## config.mk

```make
export PLATFORM = sky130hd
export DESIGN_NAME = mhpmc_job_fifo
export DESIGN_NICKNAME = d
export VERILOG_FILES = /design/src/rtl/mhpmc_pkg.sv /design/src/rtl/mhpmc_job_fifo.sv
export VERILOG_INCLUDE_DIRS = /design/src /design/src/rtl
export SDC_FILE = /design/constraint.sdc
export NUM_CORES = 1
export LEC_CHECK = 0
export BUFFER_PORTS_ARGS = -buffer_cell sky130_fd_sc_hd__buf_4
export CAP_MARGIN = 5
export CORE_MARGIN = 2
export CORE_UTILIZATION = 45
export CTS_CLUSTER_SIZE = 12
export DETAILED_ROUTE_END_ITERATION = 8
export GPL_TIMING_DRIVEN = 1
export PLACE_DENSITY = 0.73
export SYNTH_ARGS = -nofsm -noshare
export SYNTH_HDL_FRONTEND = slang
export SYNTH_SLANG_ARGS = --single-unit
```

## constraint.sdc

```tcl
create_clock -name clk -period 1.6 [get_ports clk]
set_input_delay 0.24 -clock clk [delete_from_list [all_inputs] [get_ports clk]]
set_output_delay 0.24 -clock clk [all_outputs]
set_load 0.02 [all_outputs]
```

## src/rtl/assert_macros.svh

```systemverilog
// ----------------------------------------------------------------------------
// Assertion macros
// Shared shorthand for the concurrent checks in the RTL modules.
// ----------------------------------------------------------------------------
`ifndef ASSERT_MACROS_SVH
`define ASSERT_MACROS_SVH

// The condition must hold at every rising edge outside reset.
`define CHK_ALWAYS(label, cond, msg) \
  label: assert property (@(posedge clk) disable iff (!rst_n) (cond)) else $error(msg);

// The consequent must hold in the same cycle as the antecedent.
`define CHK_SAME(label, ante, cons, msg) \
  label: assert property (@(posedge clk) disable iff (!rst_n) (ante) |-> (cons)) \
    else $error(msg);

// The consequent must hold in the cycle after the antecedent.
`define CHK_NEXT(label, ante, cons, msg) \
  label: assert property (@(posedge clk) disable iff (!rst_n) (ante) |=> (cons)) \
    else $error(msg);

`endif

```

## src/rtl/mhpmc_pkg.sv

```systemverilog
// ----------------------------------------------------------------------------
// mhpmc_pkg
// Types and constants shared by the sketch match counter modules.
// ----------------------------------------------------------------------------
`default_nettype none

package mhpmc_pkg;

  // Store geometry.
  localparam int MAX_SKETCHES = 64;
  localparam int SKETCH_LEN   = 128;
  localparam int STORE_DEPTH  = MAX_SKETCHES * SKETCH_LEN;
  localparam int ADDR_W       = (STORE_DEPTH > 1) ? $clog2(STORE_DEPTH) : 1;
  localparam int POS_CW       = (SKETCH_LEN > 1) ? $clog2(SKETCH_LEN) : 1;

  // Field widths.
  localparam int IDX_W   = 6;
  localparam int POS_W   = 7;
  localparam int HASH_W  = 64;
  localparam int CNT_W   = 8;
  localparam int CNT_MAX = 255;
  localparam int CFG_W   = 7;

  // Sketches in use never exceed the store or the index range.
  localparam int INDEX_LIMIT = 64;
  localparam int LIMIT_CAP   = (MAX_SKETCHES < INDEX_LIMIT) ? MAX_SKETCHES : INDEX_LIMIT;

  // Commands.
  localparam logic CMD_LOAD    = 1'b0;
  localparam logic CMD_COMPARE = 1'b1;

  // Register indexes.
  localparam logic REG_SKETCH_COUNT = 1'b0;
  localparam logic REG_OUTPUT_ORDER = 1'b1;

  // Output orders.
  localparam logic ORDER_ASCENDING  = 1'b0;

  typedef struct packed {
    logic              command;
    logic [IDX_W-1:0]  sketch_index;
    logic [POS_W-1:0]  position;
    logic [HASH_W-1:0] hash_value;
  } item_t;

  typedef struct packed {
    logic [IDX_W-1:0] row_sketch;
    logic [IDX_W-1:0] partner_sketch;
    logic [CNT_W-1:0] match_count;
    logic             last_of_row;
  } result_t;

  // One row request as the back end works it off.
  typedef struct packed {
    logic [IDX_W-1:0] row;
    logic [IDX_W-1:0] first_partner;
    logic [IDX_W-1:0] total;
    logic             descending;
  } job_t;

  // Store write request from the front end.
  typedef struct packed {
    logic              en;
    logic [ADDR_W-1:0] addr;
    logic [HASH_W-1:0] data;
  } wr_req_t;

  // Queue status seen by the front end.
  typedef struct packed {
    logic full;
    logic empty;
  } q_stat_t;

endpackage

`default_nettype wire

```

## src/rtl/mhpmc_job_fifo.sv

```systemverilog
// ----------------------------------------------------------------------------
// mhpmc_job_fifo
// Two-entry queue of row requests between the front and back ends.
// ----------------------------------------------------------------------------
`default_nettype none
`include "assert_macros.svh"

module mhpmc_job_fifo
  import mhpmc_pkg::*;
(
  input  wire logic clk,
  input  wire logic rst_n,
  input  wire logic push,
  input  wire job_t push_job,
  input  wire logic pop,
  output job_t      head_job,
  output q_stat_t   stat
);

  job_t       mem_r [2];
  logic       wptr_r;
  logic       rptr_r;
  logic [1:0] count_r;

  // Status and head entry.
  assign stat.full  = (count_r == 2'd2);
  assign stat.empty = (count_r == 2'd0);
  assign head_job   = mem_r[rptr_r];

  // Storage; entries carry no reset.
  always_ff @(posedge clk) begin
    if (push) begin
      mem_r[wptr_r] <= push_job;
    end
  end

  // Pointers and fill level.
  always_ff @(posedge clk) begin
    if (!rst_n) begin
      wptr_r  <= 1'b0;
      rptr_r  <= 1'b0;
      count_r <= 2'd0;
    end else begin
      if (push) begin
        wptr_r <= ~wptr_r;
      end
      if (pop) begin
        rptr_r <= ~rptr_r;
      end
      case ({push, pop})
        2'b10:   count_r <= count_r + 2'd1;
        2'b01:   count_r <= count_r - 2'd1;
        default: count_r <= count_r;
      endcase
    end
  end

  `CHK_SAME(a_no_push_full, push, !stat.full, "job pushed into a full queue")
  `CHK_SAME(a_no_pop_empty, pop, !stat.empty, "job popped from an empty queue")
  `CHK_ALWAYS(a_count_range, count_r != 2'd3, "queue fill level out of range")

endmodule

`default_nettype wire

```

## After elaboration in Yosys (flattened, before gate mapping)

Memories as Yosys holds them, arrays and structs flattened. A register that Yosys moved wholly into a read port is not among the register bits.
Cells that the tools add are included.

- Equal/unequal tests: 3
- Bitwise operators: 2
- Multiplexer cells: 5
- Reduce and logical (&&, ||, !) cells: 2
- Add/subtract/negate cells: 2

Operators with widths:

| cell | count |
|---|---|
| $eq A2 B2 Y1 const B | 2 |
| $mux W1 | 4 |
| $pmux W2 S2 | 1 |
| $add A2 B1 Y2 const B | 1 |
| $eq A2 B1 Y1 const B | 1 |
| $logic_not A2 Y1 | 1 |
| $not A1 Y1 | 2 |
| $reduce_bool A2 Y1 | 1 |
| $sub A2 B1 Y2 const B | 1 |

- Bits in writable memories: 38
- Bits in registers: 4
- Output and inout bits: 21
- Memories kept: 1

Memories:

| memory | words | width | read ports | clocked after memory_dff | write ports | line | RTL |
|---|---|---|---|---|---|---|---|
| mem_r | 2 | 19 | 1 | 1 | 1 | mhpmc_job_fifo.sv:20 | `job_t mem_r [2];` |

## Longest topological paths before layout

- Depth in word-level cells: 3
- Depth in mapped cells: 5

## Worst setup path before layout

No wires, ideal clock.

- Path kind: reg2reg
- From: reg wptr_r
- To: mem mem_r[0][0] in the netlist's numbering (enable)
- Library setup time: 0.396 ns
- Arrival: 1.162 ns
- Cell stages (with the launch flop): 2
- Slack: 0.042 ns
- Path through: dfxtp_1 > nor2_1

RTL lines:

| what | line | RTL |
|---|---|---|
| start, declared | mhpmc_job_fifo.sv:21 | `logic wptr_r;` |
| start signal, assigned | mhpmc_job_fifo.sv:45 | `wptr_r <= ~wptr_r;` |
| end, declared | mhpmc_job_fifo.sv:20 |  |

Straight into the memory's write port.

==> results.md <==
* CP endpoint kind: primary output
* Max Clk Rate at 0.634 GHz
* Seq. cell area at 1240 um2
* CP max FO at 7
* Synth Cell Area at 1580 um2
* Final HPWL from detailed placement at 1.89 mm
* Max_cap viols at 0
* Initial antenna violation count at 0
* Final hold violations at 0
* N_diodes at 0
* Worst hold slack at 0.0778 ns
* Post-synth top area share at 0.720
* Reg2reg path depth at 2
* First-pass GRT wire length at 4.16 mm
* Sequential area share after synthesis at 0.784
* Startpoint Class: flip-flop
* Synth top cells by count: 38 x edfxtp_1, 19 x mux2_2, 5 x dfxtp_1, 4 x and2_1
* Yosys Warn Count at 0
* Period utilization at 0.986
* Final GP Congestion at 0.638
* Share of flip-flops with an asynchronous set or reset at 0
* Number of CTS-inserted buffers at 5
* Hold_sp: push_job[12]
* Worst Skew at 0.0103 ns
* 1st-pass router iterations at 4
* Worst slew pin tran at 0.342 ns
* Type of the worst setup path: flip-flop to primary output
* H-tree depth at 2
* Worst Path Required at 1.36 ns
* Cells after synthesis at 81
* Distinct cell type count after synthesis at 17
* Dominant cell by count in the synthesized netlist: edfxtp_1
* Hold depth at 1
* Area growth, synth to finish at 39.7%
* Fillcell total at 275
* Hold Path Sink: mem_r[1][12]$_DFFE_PP_
* CTS Sinks at 43
* Largest net degree at the start of global routing at 15
* Clock Latency Late Sink at 0.34 ns
* Remaining DRCs at 0
* DIE AREA at 4010 um2
* Min Tclk post-route at 1.58 ns
* Reg2reg setup slack at 0.40 ns
* Area after DPL at 2000 um2
* Average cell area after synthesis at 19.6 um2
* Initial Util at 0.471
* Dominant cells by area after synthesis: edfxtp_1 72%, mux2_2 14%, dfxtp_1 6.3%, and2_1 1.6%, xnor2_1 1.1%
* FF+latch count, synth at 43
* RSZ-0062 raised after global routing: true
* IO Pins at 44
* Gr ovfl total at 0
* Via count at 867
* Fin area at 2210 um2
* Routed vias/inst at 4.76
* Max_slew headroom at 0.772
* Vias in the first global route at 917
* Worst R2R Start: wptr_r$_SDFFE_PN0P_
* DR WL/cell at 15.3 um
* Reg-to-Reg End: mem_r[1][1]$_DFFE_PP_
* Rows at 21
* Post-CTS Setup Inserts at 0
* Max-slew violation count at 0
* Leakage at 0.872 nW
* Maximum vdd drop at 0.000558 V
* Core Region at 3360 um2
* Layout cells sized above 1 at 0.559
* Overall Power at 2.24 mW
* Clk slew on worst S/H paths at 0.11 ns
* Post-Syn Nets at 105
* Die Span Y at 63.3 um
* Die Width at 63.3 um
* Clock Tree Root: clkbuf_4
* Fin nets at 159
* PortBufs at 43
* Cell taking the most area after synthesis: edfxtp_1
* Longest Clk Path Bufs at 2
* Starting DRC count in detailed routing at 20
* Worst Hold Class: input pin to flip-flop
* Total track usage at 0.142
* Setup Viol. Count Final at 0
* PD cells at 1010 nW/um2
* EDFF count, synth at 38
* Routed Antenna Nets at 0
* CTS tree: built
* Multi-input gate area at 382 um2
* Status: finished, final reports clean
* Arrival time worst endpoint at 1.34 ns
* Hold-fix buffers, CTS at 0
* Final WL at 2.79 mm
* Synth Flop Type: edfxtp_1
## stage by stage
step | setup WS (ns) | std cells | util | setup TNS [ns]
2_1_floorplan | 0.0420 | 81 | - | 0
3_3_place_gp | 0.300 | 173 | 0.596 | 0
3_5_place_dp | 0.290 | 173 | 0.596 | 0
4_1_cts | -0.0322 | 182 | 0.623 | -0.226
5_1_grt | -0.0454 | 182 | 0.658 | -0.352
6_report | 0.0217 | 182 | 0.658 | 0
## per-layer routing
| layer | up-vias | GRT usage | wire length (um) | share of wire |
|---|---|---|---|---|
| li1 | 414 | - | - | - |
| met1 | 416 | 0.152 | 1060 | 0.38 |
| met2 | 31 | 0.242 | 1500 | 0.54 |
| met3 | 6 | 0.0661 | 183 | 0.066 |
| met4 | 0 | 0.0571 | 45 | 0.016 |
| met5 | - | 0 | 0 | 0 |
## critical path, cell delays in order, from the launching register on
cell and delay [ns]:
dfxtp_4 0.40, buf_8 0.13, mux2_2 0.34, buf_6 0.13
## cell type report
type | instances | area share
inverter | 1 | 0.00170
sequential | 43 | 0.563
clock inverter | 2 | 0.00339
multi-input combinational | 35 | 0.173
clock buffer | 6 | 0.0187
tap | 46 | 0.0260
timing repair buffer | 49 | 0.215
## repair_timing
action                     CTS  global route
hold endpoints to repair     0             0
setup endpoints to repair   15            19
gates cloned                 1             0
resized for setup           11            31
## layout by cell type, fill, tap and decap left out, drive strengths merged
| cell type | instances |
|---|---|
| dfxtp | 5 |
| clkbuf | 6 |
| and2b | 1 |
| o21ai | 1 |
| edfxtp | 38 |
| or3 | 1 |
| nor2b | 1 |
| xnor2 | 2 |
| nor2 | 2 |
| mux2 | 19 |
| buf | 49 |
| and2 | 4 |
| o21a | 1 |
| xor2 | 1 |
| ha | 1 |
| clkinv | 2 |
| a21boi | 1 |
| inv | 1 |
## flip-flops by register name, summed over array words and instances, names as in the netlist, named ones only
register and count:
count_r 2, wptr_r 1, mem_r 38, rptr_r 1
## logic make-up after synthesis
| logic type | count (synthesis) | share of synthesized area |
|---|---|---|
| adder cells (fa/ha/maj) | 1 | 0.00790 |
| flip-flops | 43 | 0.784 |
| buffers and inverters | 3 | 0.0103 |
| multiplexers | 19 | 0.135 |
| AO/OA/AOI/OAI | 3 | 0.0126 |
| AND/OR/NAND/NOR | 9 | 0.0340 |
| XOR/XNOR | 3 | 0.0166 |
## power breakdown
part / leakage, nW / total [mW] / internal, mW / switching (mW)
Combinational: 0.446 / 0.459 / 0.259 / 0.199
Sequential: 0.399 / 1.32 / 1.29 / 0.0268
Clock: 0.0273 / 0.466 / 0.163 / 0.303
## worst max-delay path by stage
stage | endpoint | slack (ns) | depth (start not counted)
6_report | head_job[9] | 0.02 | 3
5_1_grt | head_job[9] | -0.05 | 3
4_1_cts | head_job[3] | -0.03 | 3
3_5_place_dp | head_job[12] | 0.29 | 3
3_3_place_gp | head_job[12] | 0.30 | 3
2_1_floorplan | mem_r[0][0]$_DFFE_PP_ | 0.04 | 1
Power figures use the tool's default switching activity.
