$ cat config.mk
export PLATFORM = sky130hd
export DESIGN_NAME = mhpmc_back
export DESIGN_NICKNAME = d
export VERILOG_FILES = /design/src/rtl/mhpmc_pkg.sv /design/src/rtl/mhpmc_back.sv
export VERILOG_INCLUDE_DIRS = /design/src /design/src/rtl
export SDC_FILE = /design/constraint.sdc
export NUM_CORES = 1
export LEC_CHECK = 0
export ABC_AREA = 1
export CORE_MARGIN = 10
export CORE_UTILIZATION = 35
export CTS_CLUSTER_SIZE = 40
export DETAILED_ROUTE_END_ITERATION = 7
export DONT_BUFFER_PORTS = 1
export REMOVE_ABC_BUFFERS = 1
export SYNTH_ARGS = -nofsm -noshare
export SYNTH_HDL_FRONTEND = slang
export SYNTH_SLANG_ARGS = --single-unit
$ cat constraint.sdc
create_clock -name clk -period 2.3 [get_ports clk]
set_input_delay 0.115 -clock clk [delete_from_list [all_inputs] [get_ports clk]]
set_output_delay 0.115 -clock clk [all_outputs]
set_load 0.01 [all_outputs]
$ cat src/rtl/assert_macros.svh
// ----------------------------------------------------------------------------
// Assertion macros
// Shared shorthand for the concurrent checks in the RTL modules.
// ----------------------------------------------------------------------------
`ifndef ASSERT_MACROS_SVH
`define ASSERT_MACROS_SVH

// The condition must hold at every rising edge outside reset.
`define CHK_ALWAYS(label, cond, msg) \
  label: assert property (@(posedge clk) disable iff (!rst_n) (cond)) else $error(msg);

// The consequent must hold in the same cycle as the antecedent.
`define CHK_SAME(label, ante, cons, msg) \
  label: assert property (@(posedge clk) disable iff (!rst_n) (ante) |-> (cons)) \
    else $error(msg);

// The consequent must hold in the cycle after the antecedent.
`define CHK_NEXT(label, ante, cons, msg) \
  label: assert property (@(posedge clk) disable iff (!rst_n) (ante) |=> (cons)) \
    else $error(msg);

`endif

$ cat src/rtl/mhpmc_pkg.sv
// ----------------------------------------------------------------------------
// mhpmc_pkg
// Types and constants shared by the sketch match counter modules.
// ----------------------------------------------------------------------------
`default_nettype none

package mhpmc_pkg;

  // Store geometry.
  localparam int MAX_SKETCHES = 64;
  localparam int SKETCH_LEN   = 128;
  localparam int STORE_DEPTH  = MAX_SKETCHES * SKETCH_LEN;
  localparam int ADDR_W       = (STORE_DEPTH > 1) ? $clog2(STORE_DEPTH) : 1;
  localparam int POS_CW       = (SKETCH_LEN > 1) ? $clog2(SKETCH_LEN) : 1;

  // Field widths.
  localparam int IDX_W   = 6;
  localparam int POS_W   = 7;
  localparam int HASH_W  = 64;
  localparam int CNT_W   = 8;
  localparam int CNT_MAX = 255;
  localparam int CFG_W   = 7;

  // Sketches in use never exceed the store or the index range.
  localparam int INDEX_LIMIT = 64;
  localparam int LIMIT_CAP   = (MAX_SKETCHES < INDEX_LIMIT) ? MAX_SKETCHES : INDEX_LIMIT;

  // Commands.
  localparam logic CMD_LOAD    = 1'b0;
  localparam logic CMD_COMPARE = 1'b1;

  // Register indexes.
  localparam logic REG_SKETCH_COUNT = 1'b0;
  localparam logic REG_OUTPUT_ORDER = 1'b1;

  // Output orders.
  localparam logic ORDER_ASCENDING  = 1'b0;

  typedef struct packed {
    logic              command;
    logic [IDX_W-1:0]  sketch_index;
    logic [POS_W-1:0]  position;
    logic [HASH_W-1:0] hash_value;
  } item_t;

  typedef struct packed {
    logic [IDX_W-1:0] row_sketch;
    logic [IDX_W-1:0] partner_sketch;
    logic [CNT_W-1:0] match_count;
    logic             last_of_row;
  } result_t;

  // One row request as the back end works it off.
  typedef struct packed {
    logic [IDX_W-1:0] row;
    logic [IDX_W-1:0] first_partner;
    logic [IDX_W-1:0] total;
    logic             descending;
  } job_t;

  // Store write request from the front end.
  typedef struct packed {
    logic              en;
    logic [ADDR_W-1:0] addr;
    logic [HASH_W-1:0] data;
  } wr_req_t;

  // Queue status seen by the front end.
  typedef struct packed {
    logic full;
    logic empty;
  } q_stat_t;

endpackage

`default_nettype wire

$ cat src/rtl/mhpmc_back.sv
// ----------------------------------------------------------------------------
// mhpmc_back
// Works off row requests: reads one word pair per cycle, counts equal
// words per partner and emits one result per partner.
// ----------------------------------------------------------------------------
`default_nettype none
`include "assert_macros.svh"

module mhpmc_back
  import mhpmc_pkg::*;
(
  input  wire logic              clk,
  input  wire logic              rst_n,
  input  wire job_t              head_job,
  input  wire q_stat_t           q_stat,
  output logic                   pop,
  output logic                   back_busy,
  output logic      [ADDR_W-1:0] raddr_a,
  output logic      [ADDR_W-1:0] raddr_b,
  input  wire logic [HASH_W-1:0] rdata_a,
  input  wire logic [HASH_W-1:0] rdata_b,
  output logic                   out_valid,
  output result_t                out_result
);

  localparam logic ST_IDLE = 1'b0;
  localparam logic ST_RUN  = 1'b1;

  logic              state_r;
  logic [IDX_W-1:0]  row_r;
  logic [IDX_W-1:0]  part_r;
  logic [IDX_W-1:0]  rem_r;
  logic              desc_r;
  logic [POS_CW-1:0] pos_r;
  logic              last_pos;
  logic              last_part;

  // Compare stage registers.
  logic              s1_valid_r;
  logic              s1_first_r;
  logic              s1_last_pos_r;
  logic              s1_last_row_r;
  logic [IDX_W-1:0]  s1_row_r;
  logic [IDX_W-1:0]  s1_part_r;
  logic [CNT_W-1:0]  cnt_r;
  logic [CNT_W:0]    cnt_sum;
  logic [CNT_W-1:0]  cnt_nxt;

  logic              out_valid_r;
  result_t           out_result_r;

  assign back_busy = (state_r == ST_RUN);
  assign pop       = (state_r == ST_IDLE) && !q_stat.empty;
  assign last_pos  = (32'(pos_r) == SKETCH_LEN - 1);
  assign last_part = (rem_r == IDX_W'(1));

  // Word pair addresses for the current position.
  assign raddr_a = ADDR_W'(row_r) * ADDR_W'(SKETCH_LEN) + ADDR_W'(pos_r);
  assign raddr_b = ADDR_W'(part_r) * ADDR_W'(SKETCH_LEN) + ADDR_W'(pos_r);

  // Sequencer over partners and positions.
  always_ff @(posedge clk) begin
    if (!rst_n) begin
      state_r <= ST_IDLE;
    end else begin
      case (state_r)
        ST_IDLE: begin
          if (pop) begin
            state_r <= ST_RUN;
          end
        end
        ST_RUN: begin
          if (last_pos && last_part) begin
            state_r <= ST_IDLE;
          end
        end
        default: state_r <= ST_IDLE;
      endcase
    end
  end

  always_ff @(posedge clk) begin
    if (pop) begin
      row_r  <= head_job.row;
      part_r <= head_job.first_partner;
      rem_r  <= head_job.total;
      desc_r <= head_job.descending;
      pos_r  <= '0;
    end else if (state_r == ST_RUN) begin
      if (last_pos) begin
        pos_r  <= '0;
        rem_r  <= rem_r - IDX_W'(1);
        part_r <= desc_r ? part_r - IDX_W'(1) : part_r + IDX_W'(1);
      end else begin
        pos_r <= pos_r + POS_CW'(1);
      end
    end
  end

  // Tags that travel with the read data.
  always_ff @(posedge clk) begin
    if (!rst_n) begin
      s1_valid_r <= 1'b0;
    end else begin
      s1_valid_r <= (state_r == ST_RUN);
    end
  end

  always_ff @(posedge clk) begin
    s1_first_r    <= (pos_r == '0);
    s1_last_pos_r <= last_pos;
    s1_last_row_r <= last_part;
    s1_row_r      <= row_r;
    s1_part_r     <= part_r;
  end

  // Saturating match counter.
  always_comb begin
    cnt_sum = (s1_first_r ? '0 : {1'b0, cnt_r}) + (CNT_W + 1)'(rdata_a == rdata_b);
    cnt_nxt = (cnt_sum > (CNT_W + 1)'(CNT_MAX)) ? CNT_W'(CNT_MAX) : cnt_sum[CNT_W-1:0];
  end

  always_ff @(posedge clk) begin
    if (s1_valid_r) begin
      cnt_r <= cnt_nxt;
    end
  end

  // Result register: one beat per partner.
  always_ff @(posedge clk) begin
    if (!rst_n) begin
      out_valid_r <= 1'b0;
    end else begin
      out_valid_r <= s1_valid_r && s1_last_pos_r;
    end
  end

  always_ff @(posedge clk) begin
    if (s1_valid_r && s1_last_pos_r) begin
      out_result_r.row_sketch     <= s1_row_r;
      out_result_r.partner_sketch <= s1_part_r;
      out_result_r.match_count    <= cnt_nxt;
      out_result_r.last_of_row    <= s1_last_row_r;
    end
  end

  assign out_valid  = out_valid_r;
  assign out_result = out_result_r;

  `CHK_SAME(a_run_has_partner, state_r == ST_RUN, rem_r != '0,
            "sequencer running with no partner left")
  `CHK_NEXT(a_gap_after_row, out_valid && out_result.last_of_row, !out_valid,
            "result beat directly after the last beat of a row")
  `CHK_SAME(a_pop_only_idle, pop, state_r == ST_IDLE,
            "job taken while a row is still running")

endmodule

`default_nettype wire
# Word-level counts from Yosys, hierarchy flattened
# Index checks and enable logic that the tools add are counted.
[op_classes]
order_cmp = 1
n_reduce_logical = 8
muxes = 13
shift = 0
mul = 0
n_bitwise = 1
n_eq_ne = 3
div_mod_pow = 0
addsub = 7
[ops]
columns = ["cell", "n"]
rows = [
  ["$eq A64 B64 Y1", 1],
  ["$mux W6", 7],
  ["$add A13 B7 Y13", 2],
  ["$mux W8", 2],
  ["$sub A6 B1 Y6 const B", 2],
  ["$add A8 B1 Y9", 1],
  ["$gt A9 B8 Y1 const B", 1],
  ["$add A7 B1 Y7 const B", 1],
  ["$eq A7 B7 Y1 const B", 1],
  ["$logic_not A7 Y1", 1],
  ["$mux W7", 1],
  ["$add A6 B1 Y6 const B", 1],
  ["$eq A6 B1 Y1 const B", 1],
  ["$reduce_bool A2 Y1", 2],
  ["$logic_and A1 B1 Y1", 3],
  ["$mux W1", 2],
  ["$pmux W1 S2", 1],
  ["$reduce_and A2 Y1", 1],
  ["$logic_not A1 Y1", 1],
  ["$not A1 Y1", 1],
]
[word_totals]
regBits = 73
romBits = 0
input_bits = 151
elab_cells = 51
mem_count = 0
ramBits = 0
latch_bits = 0

# Logic depth before layout (Yosys ltp)
[logic_depth]
word_depth = 5
depth_mapped = 16
depth_no_buf = 16

# Worst setup path after synthesis
# Ideal clock, no wire load.
[synth_path]
path_kind = "input port to flip-flop"
startpoint = "input rdata_b[13]"
endpoint = "register cnt_r[6] (data pin)"
arrival_ns = 1.492
setup_slack_ns = 0.547
setup_ns = 0.261
path_stages = 13
path_cell_list = "xnor2_1 > nand2_1 > nor2_1 > nand2_1 > nor2_1 > nand2_1 > nor2_1 > ha_1 > ha_1 > nand4_1 > nand3b_1 > xor2_1 > nand2_1"
[synth_via]
elab_chain_len = 4
[synth_rtl]
columns = ["element", "line", "rtl"]
rows = [
  ["start: declaration", "mhpmc_back.sv:21", "input wire logic [HASH_W-1:0] rdata_b,"],
  ["$eq A64 B64 Y1 (*)", "mhpmc_back.sv:119", "cnt_sum = (s1_first_r ? '0 : {1'b0, cnt_r}) + (CNT_W + 1)'(rdata_a == rdata_b);"],
  ["$add A8 B1 Y9 (*)", "mhpmc_back.sv:119", ""],
  ["$gt A9 B8 Y1", "mhpmc_back.sv:120", "cnt_nxt = (cnt_sum > (CNT_W + 1)'(CNT_MAX)) ? CNT_W'(CNT_MAX) : cnt_sum[CNT_W-1:0];"],
  ["$mux W8 (*)", "mhpmc_back.sv:120", ""],
  ["net cnt_nxt[6]", "mhpmc_back.sv:47", "logic [CNT_W-1:0] cnt_nxt;"],
  ["end signal: assignment", "mhpmc_back.sv:125", "cnt_r <= cnt_nxt;"],
  ["end: declaration", "mhpmc_back.sv:45", "logic [CNT_W-1:0] cnt_r;"],
]
# Mark *: on every way through the listed nets, which the timed path passes. The rest lies on a longest branch.
# A chain may end at the register's enable or synchronous reset.

# Worst setup path after layout
[layout_path]
startpoint = "register pos_r[0]"
endpoint = "register part_r[3] (enable)"
[layout_via]
elab_chain_len = 3
[layout_rtl]
columns = ["element", "line", "rtl"]
rows = [
  ["start: declaration", "mhpmc_back.sv:34", "logic [POS_CW-1:0] pos_r;"],
  ["start signal: assignment", "mhpmc_back.sv:95", "pos_r <= pos_r + POS_CW'(1);"],
  ["$eq A7 B7 Y1", "mhpmc_back.sv:54", "assign last_pos = (32'(pos_r) == SKETCH_LEN - 1);"],
  ["$reduce_bool A2 Y1 (no source line)", "n/a", ""],
  ["$reduce_and A2 Y1 (no source line)", "n/a", ""],
  ["end signal: assignment", "mhpmc_back.sv:85", "part_r <= head_job.first_partner;"],
  ["end signal: assignment", "mhpmc_back.sv:93", "part_r <= desc_r ? part_r - IDX_W'(1) : part_r + IDX_W'(1);"],
  ["end: declaration", "mhpmc_back.sv:31", "logic [IDX_W-1:0] part_r;"],
]
# No other way between the ends.

==> qor.yml <==
clock_tree:
  clk_tree_root_cell: "sky130_fd_sc_hd__clkbuf_8"
  h_tree_level_count: 3
  clock_tree_from_tritoncts: "built"
  clock-sinks: 73
  clk_pin_slew_ps: 80
  clock_insertion_delay_worst_skew_ps: 340
  cts_buffer_depth: 2
  post_cts_buffers: 0
  cts_inserted_buffers: 9
setup_path:
  setup.worst_path.start_class: "flip-flop"
  end_kind: "flip-flop"
  worstPathBufferInverterCount: 2
  crit_type: "flip-flop to flip-flop"
  critical_path.max_fanout: 12
  timing.critical_path.arrival_ps: 1960
  critPathSlowestCell: "sky130_fd_sc_hd__dfxtp_1"
  cp_num_cells: 6
  r2r.worst_path.cells: 6
  timing.critical_path.max_delay_family: "flip-flops"
  slowest_delay_ps: 520
  required_ps: 2360
  reg2reg_slack_ps: 400
  worstPathCellList: "ha_1 > inv_1 > nor2_1 > nand4_1 > o21ai_2 > buf_12"
cells_and_area:
  instances_no_fill: 635
  num_antenna_cells: 0
  flow.area_growth_from_synthesis_pct: 15.1
  post-route-cell-area_um2: 4500
  layout-drive-gt1-share_pct: 5.66
  final_util_pct: 41.4
  final_layout_net_count: 652
sta:
  fin_hold_ws_ps: 80.2
  period_share_pct: 82.6
  slew-limit-headroom_pct: 71.4
  fmaxAchievable_mhz: 526
  drv_slew: 0
  grt_setup_unrepaired: "false"
  timing.clock.skew_ps: 9.73
  setup_viol_count_final: 0
  worstMarginPinSlew_ps: 429
  fin_crit_ps: 1900
  finalHoldViolCount: 0
synthesis:
  largest_family_of_logic_cells_by_synthesized_area: "simple AND/OR/NAND/NOR gates"
  count_leader_synth: "sky130_fd_sc_hd__nand2_1"
  synth_area_um2: 3910
  list_of_most_frequent_post_synthesis_cells: "152 x sky130_fd_sc_hd__nand2_1, 75 x sky130_fd_sc_hd__inv_1, 48 x sky130_fd_sc_hd__edfxtp_1, 46 x sky130_fd_sc_hd__xnor2_1, 39 x sky130_fd_sc_hd__nor2_1"
  postSynth.asyncResetShare_pct: 0
  synth.top_cell.area_share_pct: 36.9
  synth_cell_type_count: 22
  avgSynthCellArea_um2: 8.45
  synth_seq_cells: 73
  synth_flop_cell: "sky130_fd_sc_hd__edfxtp_1"
  biggest_area_contributors_in_the_synthesized_netlist: "sky130_fd_sc_hd__edfxtp_1 37%, sky130_fd_sc_hd__nand2_1 15%, sky130_fd_sc_hd__dfxtp_1 13%"
  edff_count_synth: 48
  synthDominantAreaCellType: "sky130_fd_sc_hd__edfxtp_1"
  adder_cell_fraction_of_synth_area_pct: 3.71
  synth-xor-area-share_pct: 12.1
  yosys_warnings: 0
  synthSimpleGateAreaFrac_pct: 22.5
  synth.mux.area_fraction_pct: 0
  synth.yosys.seq_area_share_pct: 49.6
  syn-instance-count: 463
  synth-compound-area-share_pct: 3.04
floorplanning:
  number_of_rows_in_the_core_area: 38
  die_y_um: 126
  io_pins: 201
  chipWidth_um: 126
  dieArea_um2: 15800
  core_area_um2: 10900
  floorplan.initialDensity_pct: 35.9
detailed_routing:
  drt_pass1_iterations: 4
  post-route-drc-count: 0
  route.detailed.vias_per_inst: 4.44
  wl_per_cell_um: 14.7
  final_antenna_net_count: 0
  wl_mm: 9.34
  drt-initial-drc-count: 86
  vias: 2820
flow_run:
  drv_cap: 0
power:
  ir_worst_vdd_uv: 449
  p_leak_nw: 1.99
  power-per-cell-area_nw_per_um2: 690
placed_design:
  final_weighted_congestion_of_routability_driven_global_placement: 0.825
  post-place-cells: 599
  total_half_perimeter_wirelength_after_legalization_and_detailed_placement_mm: 7.65
  io_buffer_count: 0
  postPlaceCellArea_um2: 4080
outcome:
  run_status: "complete, no violations"
global_route:
  grt_start_max_net_pins: 33
  grt_remaining_overflow: 0
  via_count_of_the_first_global_routing_pass: 2864
  grt.total_usage_pct: 11.5
  antenna_violations_before_repair: 0
  grt_first_pass_wirelength_mm: 15.0
hold_path:
  min_path_type: "input pin to flip-flop"
  whs_path_depth: 3
==> state kept, by name (all words and copies together), names as in the netlist <==
signal and count:
pos_r 7, s1_last_row_r 1, row_r 6, out_valid 1
part_r 6, s1_part_r 6, rem_r 6, s1_row_r 6
desc_r 1, back_busy 1, out_result 21, cnt_r 8
s1_valid_r 1, s1_first_r 1, s1_last_pos_r 1
==> layer usage <==
layer	vias to the layer above	wire length, um	track usage (%)
met5	-	0	0
met4	0	141	3.66
met3	12	1110	6.00
met2	106	4700	20.0
met1	1222	3380	11.7
li1	1480	-	-
==> per-stage QoR <==
stage	setup TNS (ps)	worst slack, ps	total power, mW
final	0	399	3.11
after global routing	0	272	3.29
after CTS	0	399	3.15
after detailed placement	0	251	1.99
after global placement	0	265	1.98
after floorplan	-2720	-209	1.91
==> report_power, final <==
part | leakage (nW) | switching [mW] | internal [mW] | total [mW]
combinational | 1.23 | 0.209 | 0.201 | 0.410
sequential | 0.654 | 0.0816 | 1.50 | 1.58
clock | 0.116 | 0.497 | 0.624 | 1.12
total | 1.99 | 0.788 | 2.32 | 3.11
==> final timing paths <==
| kind | start | end |
|---|---|---|
| worst max-delay path | pos_r[0]$_SDFFE_PP0P_ | part_r[3]$_DFFE_PP_ |
| worst min-delay path | q_stat[0] | back_busy$_SDFF_PN0_ |
| worst max register to register | pos_r[0]$_SDFFE_PP0P_ | part_r[3]$_DFFE_PP_ |
| worst min register to register | s1_part_r[5]$_DFF_P_ | out_result[14]$_DFFE_PP_ |
==> kinds of logic after synthesis <==
| kind of cell | count (synthesis) |
|---|---|
| buffers and inverters | 86 |
| AND/OR/NAND/NOR | 216 |
| XOR/XNOR | 54 |
| flip-flops | 73 |
| AO/OA/AOI/OAI | 23 |
| adder cells (fa/ha/maj) | 11 |
==> layout by cell type (no fill, tap or decap) <==
master                            n
sky130_fd_sc_hd__a21oi_1          7
sky130_fd_sc_hd__buf_12           1
sky130_fd_sc_hd__buf_4            4
sky130_fd_sc_hd__bufinv_16        2
sky130_fd_sc_hd__clkbuf_8         9
sky130_fd_sc_hd__clkinv_2         1
sky130_fd_sc_hd__clkinv_4         2
sky130_fd_sc_hd__dfxtp_1         25
sky130_fd_sc_hd__dlygate4sd3_1   20
sky130_fd_sc_hd__edfxtp_1        48
sky130_fd_sc_hd__fa_1             1
sky130_fd_sc_hd__ha_1            10
sky130_fd_sc_hd__inv_1           75
sky130_fd_sc_hd__inv_2            2
sky130_fd_sc_hd__inv_6            1
sky130_fd_sc_hd__inv_8            1
sky130_fd_sc_hd__nand2_1        152
sky130_fd_sc_hd__nand3_1          8
sky130_fd_sc_hd__nand3b_1         1
sky130_fd_sc_hd__nand3b_4         1
sky130_fd_sc_hd__nand4_1          7
sky130_fd_sc_hd__nor2_1          38
sky130_fd_sc_hd__nor2_2           1
sky130_fd_sc_hd__nor3_1           5
sky130_fd_sc_hd__nor3_2           2
sky130_fd_sc_hd__nor3b_1          1
sky130_fd_sc_hd__o21ai_0         15
sky130_fd_sc_hd__o21ai_2          1
sky130_fd_sc_hd__xnor2_1         46
sky130_fd_sc_hd__xor2_1           8
==> timing repair <==
item	4_1_cts	5_1_grt
hold buffers	20	0
hold endpoints to repair	22	0
gates resized for setup	0	0
==> tightest hold or removal path: cells and delay by family <==
family                 cells  cell delay [ps]
buffers and inverters      1              150
and+or+nand+nor            1               20
AOI/OAI and AO/OA          1               90
==> area by class of cell <==
type	count	area, um2
fillers	1051	6380
flip-flops and latches	73	1940
multi-input cells	304	1620
inverters	77	289
repair buffers	25	250
well taps	140	175
clock buffers	9	124
clock inverters	7	103
Power figures use the tool's default switching activity.
