===== config.mk =====
export PLATFORM = sky130hd
export DESIGN_NAME = mhpmc_front
export DESIGN_NICKNAME = d
export VERILOG_FILES = /design/src/rtl/mhpmc_pkg.sv /design/src/rtl/mhpmc_front.sv
export VERILOG_INCLUDE_DIRS = /design/src /design/src/rtl
export SDC_FILE = /design/constraint.sdc
export NUM_CORES = 1
export LEC_CHECK = 0
export ABC_AREA = 1
export BUFFER_PORTS_ARGS = -buffer_cell sky130_fd_sc_hd__clkbuf_2
export CORE_UTILIZATION = 35
export CTS_BUF_LIST = sky130_fd_sc_hd__clkbuf_8
export CTS_CLUSTER_DIAMETER = 50
export DETAILED_ROUTE_END_ITERATION = 6
export PLACE_DENSITY = 0.68
export SLEW_MARGIN = 5
export SYNTH_ARGS = -nofsm -noshare
export SYNTH_HDL_FRONTEND = slang
export SYNTH_SLANG_ARGS = --single-unit

===== constraint.sdc =====
create_clock -name clk -period 5.4 [get_ports clk]
set_clock_uncertainty 0.15 [all_clocks]
set_input_delay 0.27 -clock clk [delete_from_list [all_inputs] [get_ports clk]]
set_output_delay 0.27 -clock clk [all_outputs]
set_load 0.01 [all_outputs]

===== src/rtl/assert_macros.svh =====
// ----------------------------------------------------------------------------
// Assertion macros
// Shared shorthand for the concurrent checks in the RTL modules.
// ----------------------------------------------------------------------------
`ifndef ASSERT_MACROS_SVH
`define ASSERT_MACROS_SVH

// The condition must hold at every rising edge outside reset.
`define CHK_ALWAYS(label, cond, msg) \
  label: assert property (@(posedge clk) disable iff (!rst_n) (cond)) else $error(msg);

// The consequent must hold in the same cycle as the antecedent.
`define CHK_SAME(label, ante, cons, msg) \
  label: assert property (@(posedge clk) disable iff (!rst_n) (ante) |-> (cons)) \
    else $error(msg);

// The consequent must hold in the cycle after the antecedent.
`define CHK_NEXT(label, ante, cons, msg) \
  label: assert property (@(posedge clk) disable iff (!rst_n) (ante) |=> (cons)) \
    else $error(msg);

`endif


===== src/rtl/mhpmc_pkg.sv =====
// ----------------------------------------------------------------------------
// mhpmc_pkg
// Types and constants shared by the sketch match counter modules.
// ----------------------------------------------------------------------------
`default_nettype none

package mhpmc_pkg;

  // Store geometry.
  localparam int MAX_SKETCHES = 64;
  localparam int SKETCH_LEN   = 128;
  localparam int STORE_DEPTH  = MAX_SKETCHES * SKETCH_LEN;
  localparam int ADDR_W       = (STORE_DEPTH > 1) ? $clog2(STORE_DEPTH) : 1;
  localparam int POS_CW       = (SKETCH_LEN > 1) ? $clog2(SKETCH_LEN) : 1;

  // Field widths.
  localparam int IDX_W   = 6;
  localparam int POS_W   = 7;
  localparam int HASH_W  = 64;
  localparam int CNT_W   = 8;
  localparam int CNT_MAX = 255;
  localparam int CFG_W   = 7;

  // Sketches in use never exceed the store or the index range.
  localparam int INDEX_LIMIT = 64;
  localparam int LIMIT_CAP   = (MAX_SKETCHES < INDEX_LIMIT) ? MAX_SKETCHES : INDEX_LIMIT;

  // Commands.
  localparam logic CMD_LOAD    = 1'b0;
  localparam logic CMD_COMPARE = 1'b1;

  // Register indexes.
  localparam logic REG_SKETCH_COUNT = 1'b0;
  localparam logic REG_OUTPUT_ORDER = 1'b1;

  // Output orders.
  localparam logic ORDER_ASCENDING  = 1'b0;

  typedef struct packed {
    logic              command;
    logic [IDX_W-1:0]  sketch_index;
    logic [POS_W-1:0]  position;
    logic [HASH_W-1:0] hash_value;
  } item_t;

  typedef struct packed {
    logic [IDX_W-1:0] row_sketch;
    logic [IDX_W-1:0] partner_sketch;
    logic [CNT_W-1:0] match_count;
    logic             last_of_row;
  } result_t;

  // One row request as the back end works it off.
  typedef struct packed {
    logic [IDX_W-1:0] row;
    logic [IDX_W-1:0] first_partner;
    logic [IDX_W-1:0] total;
    logic             descending;
  } job_t;

  // Store write request from the front end.
  typedef struct packed {
    logic              en;
    logic [ADDR_W-1:0] addr;
    logic [HASH_W-1:0] data;
  } wr_req_t;

  // Queue status seen by the front end.
  typedef struct packed {
    logic full;
    logic empty;
  } q_stat_t;

endpackage

`default_nettype wire


===== src/rtl/mhpmc_front.sv =====
// ----------------------------------------------------------------------------
// mhpmc_front
// Accepts commands, holds the configuration and classifies each item:
// loads go to the store, compares with partners go to the back end.
// ----------------------------------------------------------------------------
`default_nettype none
`include "assert_macros.svh"

module mhpmc_front
  import mhpmc_pkg::*;
(
  input  wire logic             clk,
  input  wire logic             rst_n,
  input  wire logic             start,
  output logic                  busy,
  input  wire item_t            in_item,
  input  wire logic             cfg_we,
  input  wire logic             cfg_index,
  input  wire logic [CFG_W-1:0] cfg_wdata,
  input  wire q_stat_t          q_stat,
  input  wire logic             back_busy,
  output logic                  push,
  output job_t                  push_job,
  output wr_req_t               wr_req
);

  logic             hold_valid_r;
  item_t            hold_item_r;
  logic [CFG_W-1:0] sketch_count_r;
  logic             output_order_r;

  logic             is_compare;
  logic [CFG_W-1:0] limit;
  logic [CFG_W-1:0] row_ext;
  logic             drop;
  logic             load_ok;
  logic             drain;
  logic             accept;

  // Sketches in use: the configured count capped by the store size.
  always_comb begin
    limit = sketch_count_r;
    if (limit > CFG_W'(LIMIT_CAP)) begin
      limit = CFG_W'(LIMIT_CAP);
    end
  end

  // Classification of the held item.
  assign is_compare = (hold_item_r.command == CMD_COMPARE);
  assign row_ext    = CFG_W'(hold_item_r.sketch_index);
  assign drop       = (limit < CFG_W'(2)) || (row_ext + CFG_W'(1) >= limit);
  assign load_ok    = (CFG_W'(hold_item_r.sketch_index) < CFG_W'(MAX_SKETCHES)) &&
                      (32'(hold_item_r.position) < 32'(SKETCH_LEN));

  // A load waits until all earlier compares have read the store.
  always_comb begin
    if (is_compare) begin
      drain = hold_valid_r && (drop || !q_stat.full);
    end else begin
      drain = hold_valid_r && !back_busy && q_stat.empty;
    end
  end

  assign busy   = hold_valid_r && !drain;
  assign accept = start && !busy;

  // Job for a compare that has partners.
  assign push                   = drain && is_compare && !drop;
  assign push_job.row           = hold_item_r.sketch_index;
  assign push_job.descending    = (output_order_r != ORDER_ASCENDING);
  assign push_job.total         = IDX_W'(limit - row_ext - CFG_W'(1));
  assign push_job.first_partner = push_job.descending ? IDX_W'(limit - CFG_W'(1))
                                                      : IDX_W'(row_ext + CFG_W'(1));

  // Store write for an in-range load.
  assign wr_req.en   = drain && !is_compare && load_ok;
  assign wr_req.addr = ADDR_W'(hold_item_r.sketch_index) * ADDR_W'(SKETCH_LEN) +
                       ADDR_W'(hold_item_r.position);
  assign wr_req.data = hold_item_r.hash_value;

  // Holding register for one beat.
  always_ff @(posedge clk) begin
    if (!rst_n) begin
      hold_valid_r <= 1'b0;
    end else if (accept) begin
      hold_valid_r <= 1'b1;
    end else if (drain) begin
      hold_valid_r <= 1'b0;
    end
  end

  always_ff @(posedge clk) begin
    if (accept) begin
      hold_item_r <= in_item;
    end
  end

  // Configuration registers.
  always_ff @(posedge clk) begin
    if (!rst_n) begin
      sketch_count_r <= CFG_W'(2);
      output_order_r <= ORDER_ASCENDING;
    end else if (cfg_we) begin
      case (cfg_index)
        REG_SKETCH_COUNT: sketch_count_r <= cfg_wdata;
        REG_OUTPUT_ORDER: output_order_r <= cfg_wdata[0];
        default:          sketch_count_r <= sketch_count_r;
      endcase
    end
  end

  `CHK_SAME(a_write_when_quiet, wr_req.en, !back_busy && q_stat.empty,
            "store written while a compare may still read it")
  `CHK_SAME(a_job_has_partners, push, push_job.total != '0,
            "job queued with no partners")
  `CHK_NEXT(a_hold_after_accept, accept, hold_valid_r,
            "accepted beat not held")

endmodule

`default_nettype wire


# After elaboration in Yosys (flattened, before gate mapping)
# Index checks and enable logic that the tools add are counted.
[totals] reg_bits=87 latch_bits=0 ram_bits=0 rom_bits=0 inputBits=93 out_inout_bits=99 elab_cells=40 memories=0
[op_classes] addsub=5 multipliers=0 n_div=0 magnitude_cmp=3 n_eq_ne=0 shift=0 n_mux=5 bitwise=1 n_reduce_logical=19
[ops] operator="$add A13 B7 Y13" n=1
[ops] operator="$sub A6 B1 Y6 const B" n=2
[ops] operator="$logic_and A1 B1 Y1" n=8
[ops] operator="$add A6 B1 Y7 const B" n=1
[ops] operator="$ge A7 B7 Y1" n=1
[ops] operator="$gt A7 B7 Y1 const B" n=1
[ops] operator="$lt A7 B2 Y1 const B" n=1
[ops] operator="$mux W7" n=1
[ops] operator="$logic_not A1 Y1" n=6
[ops] operator="$mux W6" n=1
[ops] operator="$sub A6 B6 Y6" n=1
[ops] operator="$reduce_and A2 Y1" n=2
[ops] operator="$mux W1" n=3
[ops] operator="$logic_or A1 B1 Y1" n=2
[ops] operator="$reduce_bool A2 Y1" n=1
[ops] operator="$not A1 Y1" n=1

# Logic depth before layout (Yosys ltp)
# Gate-level depths: netlist (run 1).
[depth] ltp_word=12 mapped_depth=17 ltp_nobuf=17

# Least setup slack after synthesis (run 1)
# OpenSTA, ideal clock, no wires.
[synth_path] kind="register to register" from="register hold_item_r (netlist bit push_job[15])" to="register hold_item_r[64] in the netlist's numbering (enable)" setup_ps=515 arrival_ps=5006 required_ps=4735 setup_slack_ps=-270 stages_incl_launch_ff=14 n_path_buf=0 period_less_slack_ps=5670 cell_sequence="edfxtp_1 > nand3_1 > nor3_1 > xor2_1 > inv_1 > ha_1 > nand2_1 > nor2_1 > nand2_1 > nand4_1 > nand2_1 > nand2_1 > inv_1 > nor2_1"
[synth_between] elab_chain_cells=10
[synth_lines] element="start: declaration" line="mhpmc_front.sv:28" text="item_t hold_item_r;"
[synth_lines] element="start signal: assignment" line="mhpmc_front.sv:94" text="hold_item_r <= in_item;"
[synth_lines] element="$add A6 B1 Y7"
[synth_lines] element="$ge A7 B7 Y1" line="mhpmc_front.sv:51" text="assign drop = (limit < CFG_W'(2)) || (row_ext + CFG_W'(1) >= limit);"
[synth_lines] element="$logic_or A1 B1 Y1" line="mhpmc_front.sv:51"
[synth_lines] element="$logic_or A1 B1 Y1" line="mhpmc_front.sv:58" text="drain = hold_valid_r && (drop || !q_stat.full);"
[synth_lines] element="$logic_and A1 B1 Y1" line="mhpmc_front.sv:58"
[synth_lines] element="$mux W1" line="mhpmc_front.sv:57" text="if (is_compare) begin"
[synth_lines] element="$logic_not A1 Y1" line="mhpmc_front.sv:64" text="assign busy = hold_valid_r && !drain;"
[synth_lines] element="$logic_and A1 B1 Y1" line="mhpmc_front.sv:64"
[synth_lines] element="via busy" line="mhpmc_front.sv:15" text="output logic busy,"
[synth_lines] element="$logic_not A1 Y1" line="mhpmc_front.sv:65" text="assign accept = start && !busy;"
[synth_lines] element="$logic_and A1 B1 Y1" line="mhpmc_front.sv:65"
[synth_lines] element="via accept" line="mhpmc_front.sv:38" text="logic accept;"
# The timed path passes the listed nets, and every way through them passes these cells.
# A chain may end at the register's enable or synchronous reset.

# Worst setup path in the final report (run 1)
[layout_path] from="register hold_item_r (netlist bit push_job[15])" to="register hold_item_r (netlist bit wr_req[15]) (enable)"
[layout_between] elab_chain_cells=10
[layout_lines] element="$add A6 B1 Y7"
[layout_lines] element="$ge A7 B7 Y1" line="mhpmc_front.sv:51"
[layout_lines] element="$logic_or A1 B1 Y1" line="mhpmc_front.sv:51"
[layout_lines] element="$logic_or A1 B1 Y1" line="mhpmc_front.sv:58"
[layout_lines] element="$logic_and A1 B1 Y1" line="mhpmc_front.sv:58"
[layout_lines] element="$mux W1" line="mhpmc_front.sv:57"
[layout_lines] element="$logic_not A1 Y1" line="mhpmc_front.sv:64"
[layout_lines] element="$logic_and A1 B1 Y1" line="mhpmc_front.sv:64"
[layout_lines] element="$logic_not A1 Y1" line="mhpmc_front.sv:65"
[layout_lines] element="$logic_and A1 B1 Y1" line="mhpmc_front.sv:65"
[layout_lines] element="via accept" line="mhpmc_front.sv:38"
# The timed path passes the listed nets, and every way through them passes these cells.

==> metrics.md, run 1 <==
| Metric | Value |
|---|---|
| Status | `complete, no violations` |
| Total negative slack for setup checks | `0 ns` |
| Worst max-slew margin expressed relative to the limit | `0.607` |
| Clock buffer count from CTS | `9` |
| Average wire per cell in the routed design | `14.6 um` |
| Max Fanout on Critical Path | `35` |
| Syn Area/Cell | `between 10 and 15 um^2` |
| Adder and majority cell fraction of the synthesized area | `0.0572` |
| Worst Setup End Kind | `register` |
| Total power consumption of the routed design | `1580 uW` |
| Largest family of logic cells by synthesized area | `simple AND/OR/NAND/NOR gates` |
| Die span in y | `just over 100 um` |
| Highest clock frequency the design can meet | `~300 MHz` |
| Number of design-rule violations left by the first detailed-router iteration | `124` |
| Via density per instance | `4.35` |
| Share of layout cells above drive strength 1 | `0.403` |
| Via count of the first global-routing pass | `about 2900` |
| Number of levels the H-tree was split into | `3` |
| Netlist area before placement | `between 0.003 and 0.004 mm^2` |
| Number of nets in the final layout | `between 600 and 700` |
| Multiplexer share of the synthesized area | `0` |
| Initial cell density of the core | `0.366` |
| Placement Cell Area | `0.00450 mm^2` |
| Largest net degree at the start of global routing | `36` |
| Detail Placement HPWL | `6.55 mm` |
| Shortest period the worst path allows | `~3.3 ns` |
| Power density over the cells | `between 200 and 300 mW/mm^2` |
| Register area share after synthesis | `0.740` |
| Detailed Routing Iterations Pass 1 | `4` |
| Width of the chip | `between 100 and 150 um` |
| Leakage | `about 0.0026 uW` |
| TritonCTS clock tree | `yes` |
| Post-layout instance area | `around 0.0055 mm^2` |
| Top-level port count | `between 150 and 200` |
| All-layer global routing usage | `0.191` |
| Netlist cell types | `23` |
| Number of antenna violations at the first check in global routing | `0` |
| DR DRC count | `0` |
| Ant. Diodes | `0` |
| Setup crit start kind | `register` |
| Synth warnings | `0` |
| Number of buffers between clock root and the deepest sink | `2` |
| Post-route fraction of the period consumed by the critical path | `0.616` |
| Number of instances in the synthesized netlist | `between 200 and 250` |
| Synthesized netlist net count | `around 350` |
| Fin Hold WS | `between 0.02 and 0.03 ns` |
| Type of the worst min-delay path | `in -> reg` |
| Clock latency reported for the late side of the worst-skew pair | `between 0.3 and 0.4 ns` |
| Transition at the pin with the smallest max-transition slack | `between 0.5 and 0.6 ns` |
| Global-route wire length before repair | `around 14 mm` |
| Critical path type | `reg -> reg` |
| Count of vias placed by the detailed router | `between 2000 and 3000` |
| Peak supply drop | `between 150 and 200 uV` |
| Most used cells in the layout excluding fill and tap cells | `sky130_fd_sc_hd__clkbuf_2 (191), sky130_fd_sc_hd__dlygate4sd3_1 (80), sky130_fd_sc_hd__edfxtp_1 (78)` |
| Routed WL | `9.58 mm` |
| Final setup violation count | `0` |
| Remaining antenna violation count | `0` |
| Data arrival at the endpoint of the critical path | `around 3.2 ns` |
| Synthesized-area fraction occupied by and/or/nand/nor cells | `0.0895` |
| Share of the synthesized area in compound gates (AO/OA/AOI/OAI) | `0.0371` |
| Port Buf Inserts | `around 190` |
| Number of hold violations in the final report | `0` |
| Die Area | `0.0101 mm^2` |
| Crit path required time | `about 5.3 ns` |
| Post-cts gate resize count | `0` |
| Global placement routability congestion | `0.846` |
| CTS Root Cell | `sky130_fd_sc_hd__clkbuf_8` |
| Number of max-cap violations | `0` |
| CTS clock-pin slew for the worst setup and hold paths | `about 0.09 ns` |
| Setup repair after global routing missed its margin | `false` |
| Final global-route overflow total | `0` |
| CTS sink cnt | `87` |
| Post-synthesis sequential element count | `slightly below 90` |
| Core Region | `just over 0.009 mm^2` |
| Xor/xnor cell area share of the yosys netlist | `0.0257` |
| Final Max Tran Viols | `0` |
| Placed cells | `about 560` |
| Cell Rows | `35` |
| Non-Filler Instances | `~660` |
| Most common library cell in the layout ignoring fill and taps | `sky130_fd_sc_hd__clkbuf_2` |
| Relative area change from synthesis to final layout | `62.0%` |
## through the flow
step           setup WS [ns]   util
4_1_cts                 2.02  0.592
2_1_floorplan           1.04      -
5_1_grt                 1.73  0.592
3_3_place_gp            2.18  0.482
3_5_place_dp            2.05  0.482
6_report                2.08  0.592
## routing by layer
layer  up-vias  routed length (um)  GRT usage
met1      1329                3610      0.211
met2       125                5190      0.356
met4         0                 168     0.0557
met3        14                 613     0.0527
met5         -                   0          0
li1       1391                   -          -
## cell usage after synthesis (all sizes together)
master / instances / share of area
buf: 7 / 0.015
o211ai: 1 / 0.0022
o21ai: 11 / 0.016
nand4: 2 / 0.0037
a21oi: 10 / 0.015
fa: 1 / 0.0059
ha: 14 / 0.051
o22ai: 1 / 0.0018
nor2: 25 / 0.031
nand3: 9 / 0.015
a21o: 1 / 0.0022
nand2: 32 / 0.035
or2: 1 / 0.0018
inv: 31 / 0.034
xor2: 9 / 0.023
dfxtp: 9 / 0.053
nor3: 2 / 0.0029
clkinv: 1 / 0.0011
xnor2: 1 / 0.0026
edfxtp: 78 / 0.69
## critical path: stages (launching register included)
cell and delay, ns:
sky130_fd_sc_hd__edfxtp_1 0.48, sky130_fd_sc_hd__nand3_1 0.14, sky130_fd_sc_hd__nor3_1 0.19, sky130_fd_sc_hd__xor2_1 0.16, sky130_fd_sc_hd__inv_1 0.08, sky130_fd_sc_hd__ha_1 0.28
sky130_fd_sc_hd__nand2_1 0.06, sky130_fd_sc_hd__nor2_1 0.11, sky130_fd_sc_hd__nor2_1 0.06, sky130_fd_sc_hd__nand4_1 0.08, sky130_fd_sc_hd__nand2_1 0.06, sky130_fd_sc_hd__nand2_1 0.07
sky130_fd_sc_hd__inv_1 0.07, sky130_fd_sc_hd__nor2_4 0.46, sky130_fd_sc_hd__buf_4 0.50
## where the power goes
group,switching (uW),internal [uW]
clock,241,267
sequential,19.5,784
combinational,141,130
## final cells by class
| class | instances | area (um^2) |
|---|---|---|
| inverter | 32 | 120 |
| fill | 743 | 3800 |
| clock buffer | 9 | 124 |
| multi-input combinational | 120 | 722 |
| tap | 129 | 161 |
| timing repair buffer | 273 | 1770 |
| sequential | 87 | 2520 |
| clock inverter | 7 | 101 |
## final timing paths
path	startpoint	to	slack, ns	depth (start not counted)
worst max register to register	push_job[15]	wr_req[15]	2.08	14
worst min register to register	sketch_count_r[4]	sketch_count_r[4]	0.33	2
worst max-delay path	push_job[15]	wr_req[15]	2.08	14
worst min-delay path	cfg_wdata[0]	sketch_count_r[0]	0.03	3
## kinds of logic after synthesis
family,after synthesis
adder cells (fa/ha/maj),15
XOR/XNOR,10
AO/OA/AOI/OAI,24
buffers and inverters,39
AND/OR/NAND/NOR,71
flip-flops,87
## flip-flops by register name (all words and copies together), names as in the netlist
signal and flops:
hold_item_r 7, sketch_count_r 7, hold_valid_r 1, wr_req 64, is_compare 1, output_order_r 1, push_job 6
## repair_timing
action,in CTS,in global routing
setup buffers,0,0
hold buffers,80,0
endpoints found under the hold margin,80,0
No activity file was read; power rests on OpenSTA's default activity.
==> run 2: changes to the inputs <==
--- a/config.mk
+++ b/config.mk
@@ -12,7 +12,7 @@
 export CTS_BUF_LIST = sky130_fd_sc_hd__clkbuf_8
 export CTS_CLUSTER_DIAMETER = 50
 export DETAILED_ROUTE_END_ITERATION = 6
-export PLACE_DENSITY = 0.68
+export PLACE_DENSITY = 0.66
 export SLEW_MARGIN = 5
 export SYNTH_ARGS = -nofsm -noshare
 export SYNTH_HDL_FRONTEND = slang
==> constraint.sdc (replaced) <==
create_clock -name clk -period 3.4 [get_ports clk]
set_clock_uncertainty 0.15 [all_clocks]
set_input_delay 0.17 -clock clk [delete_from_list [all_inputs] [get_ports clk]]
set_output_delay 0.17 -clock clk [all_outputs]
set_load 0.01 [all_outputs]
==> metrics.md, run 2 (synthesis results as in run 1) <==
| Metric | Value |
|---|---|
| Status | `complete, no violations (unchanged)` |
| Post-route fraction of the period consumed by the critical path | `0.839 (was 0.616)` |
| Die span in y | `101 um (unchanged)` |
| Count of vias placed by the detailed router | `2903 (was 2859)` |
| Largest net degree at the start of global routing | `79 (was 36)` |
| Share of power burned in combinational logic | `0.180 (was 0.171)` |
| Clock latency reported for the late side of the worst-skew pair | `0.34 ns (about the same)` |
| Worst max-slew margin expressed relative to the limit | `0.674 (was 0.607)` |
| Global placement routability congestion | `0.836 (was 0.846)` |
| Cell internal pwr | `1810 uW (was 1180 uW)` |
| Max Fanout on Critical Path | `78 (was 35)` |
| Final global-route overflow total | `0 (unchanged)` |
| Remaining antenna violation count | `0 (unchanged)` |
| Core Region | `0.00933 mm^2 (unchanged)` |
| Worst path buffer plus inverter count | `3 (unchanged)` |
| Critical Path Slowest Stage Cell | `sky130_fd_sc_hd__edfxtp_1 (was sky130_fd_sc_hd__buf_4)` |
| Critical path type | `reg -> reg (unchanged)` |
| Detailed Routing Iterations Pass 1 | `4 (unchanged)` |
| Register Area | `0.00252 mm^2 (unchanged)` |
| Top-level port count | `192 (unchanged)` |
| Relative area change from synthesis to final layout | `65.7% (was 62.0%)` |
| Core Util, Final | `0.606 (was 0.592)` |
| Type of the worst min-delay path | `in -> reg (unchanged)` |
| Delay of the slowest cell on the worst path | `0.51 ns (was 0.50 ns)` |
| Final setup violation count | `0 (unchanged)` |
| Cell chain of the critical path | `nand3_2 -> nor3_2 -> xor2_1 -> inv_1 -> ha_1 -> nand2_1 -> nor2_1 -> nand2_1 -> nand4_1 -> nand2_1 -> nand2_1 -> inv_2 -> nor2_4 -> buf_12 (was nand3_1 -> nor3_1 -> xor2_1 -> inv_1 -> ha_1 -> nand2_1 -> nor2_1 -> nor2_1 -> nand4_1 -> nand2_1 -> nand2_1 -> inv_1 -> nor2_4 -> buf_4)` |
| Share of layout cells above drive strength 1 | `0.400 (was 0.403)` |
| Highest clock frequency the design can meet | `351 MHz (was 301 MHz)` |
| Leakage | `0.00262 uW (was 0.00257 uW)` |
| TritonCTS clock tree | `yes (unchanged)` |
| Number of max-cap violations | `0 (unchanged)` |
| Post-cts gate resize count | `0 (unchanged)` |
| WHS Path Cells | `4 (was 3)` |
| Clock buffer count from CTS | `9 (unchanged)` |
| Most common library cell in the layout ignoring fill and taps | `sky130_fd_sc_hd__clkbuf_2 (unchanged)` |
| Average wire per cell in the routed design | `13.9 um (was 14.6 um)` |
| All-layer global routing usage | `0.188 (was 0.191)` |
| Number of flip-flops in the largest register | `64 (unchanged)` |
| CTS sink cnt | `87 (unchanged)` |
| Endpoint, Worst Hold | `sketch_count_r[2] (was sketch_count_r[0])` |
| Most Frequent Cell on Critical Path | `sky130_fd_sc_hd__nand2_1 (unchanged)` |
| Multi-input combinational cell area | `734 um^2 (was 722 um^2)` |
| RR Endpoint | `push_job[16] (was wr_req[15])` |
| Startpoint of the worst hold path | `cfg_index (was cfg_wdata[0])` |
| Number of antenna violations at the first check in global routing | `0 (unchanged)` |
| Setup crit start kind | `register (unchanged)` |
| Worst Setup Slack, final | `0.549 ns (was 2.08 ns)` |
| Number of nets in the final layout | `643 (was 631)` |
| Count of filler cells inserted in the layout | `756 (was 743)` |
| Via count of the first global-routing pass | `3012 (was 2922)` |
| Cell Rows | `35 (unchanged)` |
| Number of hold violations in the final report | `0 (unchanged)` |
| Post-Place Worst Slack | `0.558 ns (was 2.05 ns)` |
| Data arrival at the endpoint of the critical path | `2.70 ns (was 3.18 ns)` |
| Post-CTS setup buffers | `0 (unchanged)` |
| Fraction of power consumed by the clock network | `0.300 (was 0.321)` |
| Worst reg2reg path startpoint | `push_job[13] (was push_job[15])` |
| Worst R2R Path Depth | `14 (unchanged)` |
| Switching share of power | `0.261 (was 0.254)` |
| Power density over the cells | `434 mW/mm^2 (was 286 mW/mm^2)` |
| DR DRC count | `0 (unchanged)` |
| CTS clock-pin slew for the worst setup and hold paths | `0.09 ns (about the same)` |
| Transition at the pin with the smallest max-transition slack | `0.487 ns (was 0.588 ns)` |
| Via density per instance | `4.34 (was 4.35)` |
| Initial cell density of the core | `0.366 (unchanged)` |
| Crit path required time | `3.25 ns (was 5.25 ns)` |
| Die Area | `0.0101 mm^2 (unchanged)` |
| Sequential cell fraction of total power | `0.520 (was 0.508)` |
| Peak supply drop | `280 uV (was 183 uV)` |
| Number of buffers between clock root and the deepest sink | `2 (unchanged)` |
| Final Max Tran Viols | `0 (unchanged)` |
| CTS Root Cell | `sky130_fd_sc_hd__clkbuf_8 (unchanged)` |
| Width of the chip | `101 um (unchanged)` |
| Setup repair after global routing missed its margin | `false (unchanged)` |
| Register-to-Register Setup Slack | `0.55 ns (was 2.08 ns)` |
| Worst Setup End Kind | `register (unchanged)` |
| Most used cells in the layout excluding fill and tap cells | `sky130_fd_sc_hd__clkbuf_2 (191), sky130_fd_sc_hd__dlygate4sd3_1 (93), sky130_fd_sc_hd__edfxtp_1 (78) (was sky130_fd_sc_hd__clkbuf_2 (191), sky130_fd_sc_hd__dlygate4sd3_1 (80), sky130_fd_sc_hd__edfxtp_1 (78))` |
| Switching power summed over all nets | `641 uW (was 402 uW)` |
| Global-route wire length before repair | `14.4 mm (about the same)` |
| Routed WL | `9.32 mm (was 9.58 mm)` |
| Ant. Diodes | `0 (unchanged)` |
| Detail Placement HPWL | `6.09 mm (was 6.55 mm)` |
| Number of levels the H-tree was split into | `3 (unchanged)` |
| Number of design-rule violations left by the first detailed-router iteration | `108 (was 124)` |
| Shortest period the worst path allows | `2.85 ns (was 3.32 ns)` |
| Port Buf Inserts | `191 (unchanged)` |
| Top delay family on crit path | `simple AND/OR/NAND/NOR gates (unchanged)` |
[run 2: repair_timing]
item | CTS | global route
setup endpoints to repair | 0 | 0
endpoints found under the hold margin | 87 | 0
hold buffers | 93 | 0
[run 2: routing by layer]
metal	track usage	up-vias	wire length (um)
met5	0	-	0
met4	0.0725	0	182
met3	0.0534	16	731
met2	0.339	146	4860
met1	0.211	1322	3550
li1	-	1419	-
[run 2: power by group through the flow]
| stage | clock (uW) | sequential [uW] | combinational, uW |
|---|---|---|---|
| after floorplan | 0 | 1330 | 155 |
| after global placement | 0 | 1290 | 351 |
| after detailed placement | 0 | 1300 | 355 |
| after CTS | 757 | 1270 | 441 |
| after global routing | 793 | 1280 | 487 |
| final | 737 | 1280 | 441 |
[run 2: tightest hold or removal path: stages]
cell,delay [ns]
sky130_fd_sc_hd__clkbuf_2,0.09
sky130_fd_sc_hd__nor2_1,0.09
sky130_fd_sc_hd__clkinv_1,0.16
sky130_fd_sc_hd__a21oi_1,0.09
[run 2: how the worst max path moves through the flow]
stage | slack (ns) | end | cells past startpoint | startpoint
floorplan | -0.02 | hold_item_r[64] | 13 | push_job[13]
global placement | 0.66 | hold_item_r[67] | 14 | push_job[15]
detailed placement | 0.56 | wr_req[27] | 14 | push_job[13]
CTS | 0.54 | wr_req[6] | 14 | push_job[13]
global route | 0.32 | push_job[16] | 14 | push_job[13]
finish | 0.55 | push_job[16] | 14 | push_job[13]
[run 2: through the flow]
step                instance area [um^2]  power (uW)  TNS [ns]  cells  hold slack [ns]
floorplan                           3430        1480     -1.51    246            0.119
global placement                    4510        1650         0    560            0.197
detailed placement                  4510        1650         0    560            0.199
CTS                                 5650        2470         0    669            0.113
global route                        5650        2560         0    669            0.169
finish                              5650        2450         0    669            0.148
[run 2: cell type report]
type | count | area share
Clock inverter | 7 | 0.0144
Clock buffer | 9 | 0.0219
Timing Repair Buffer | 285 | 0.337
Inverter | 32 | 0.0213
Tap cell | 129 | 0.0286
Sequential cell | 87 | 0.446
Multi-Input combinational cell | 120 | 0.130
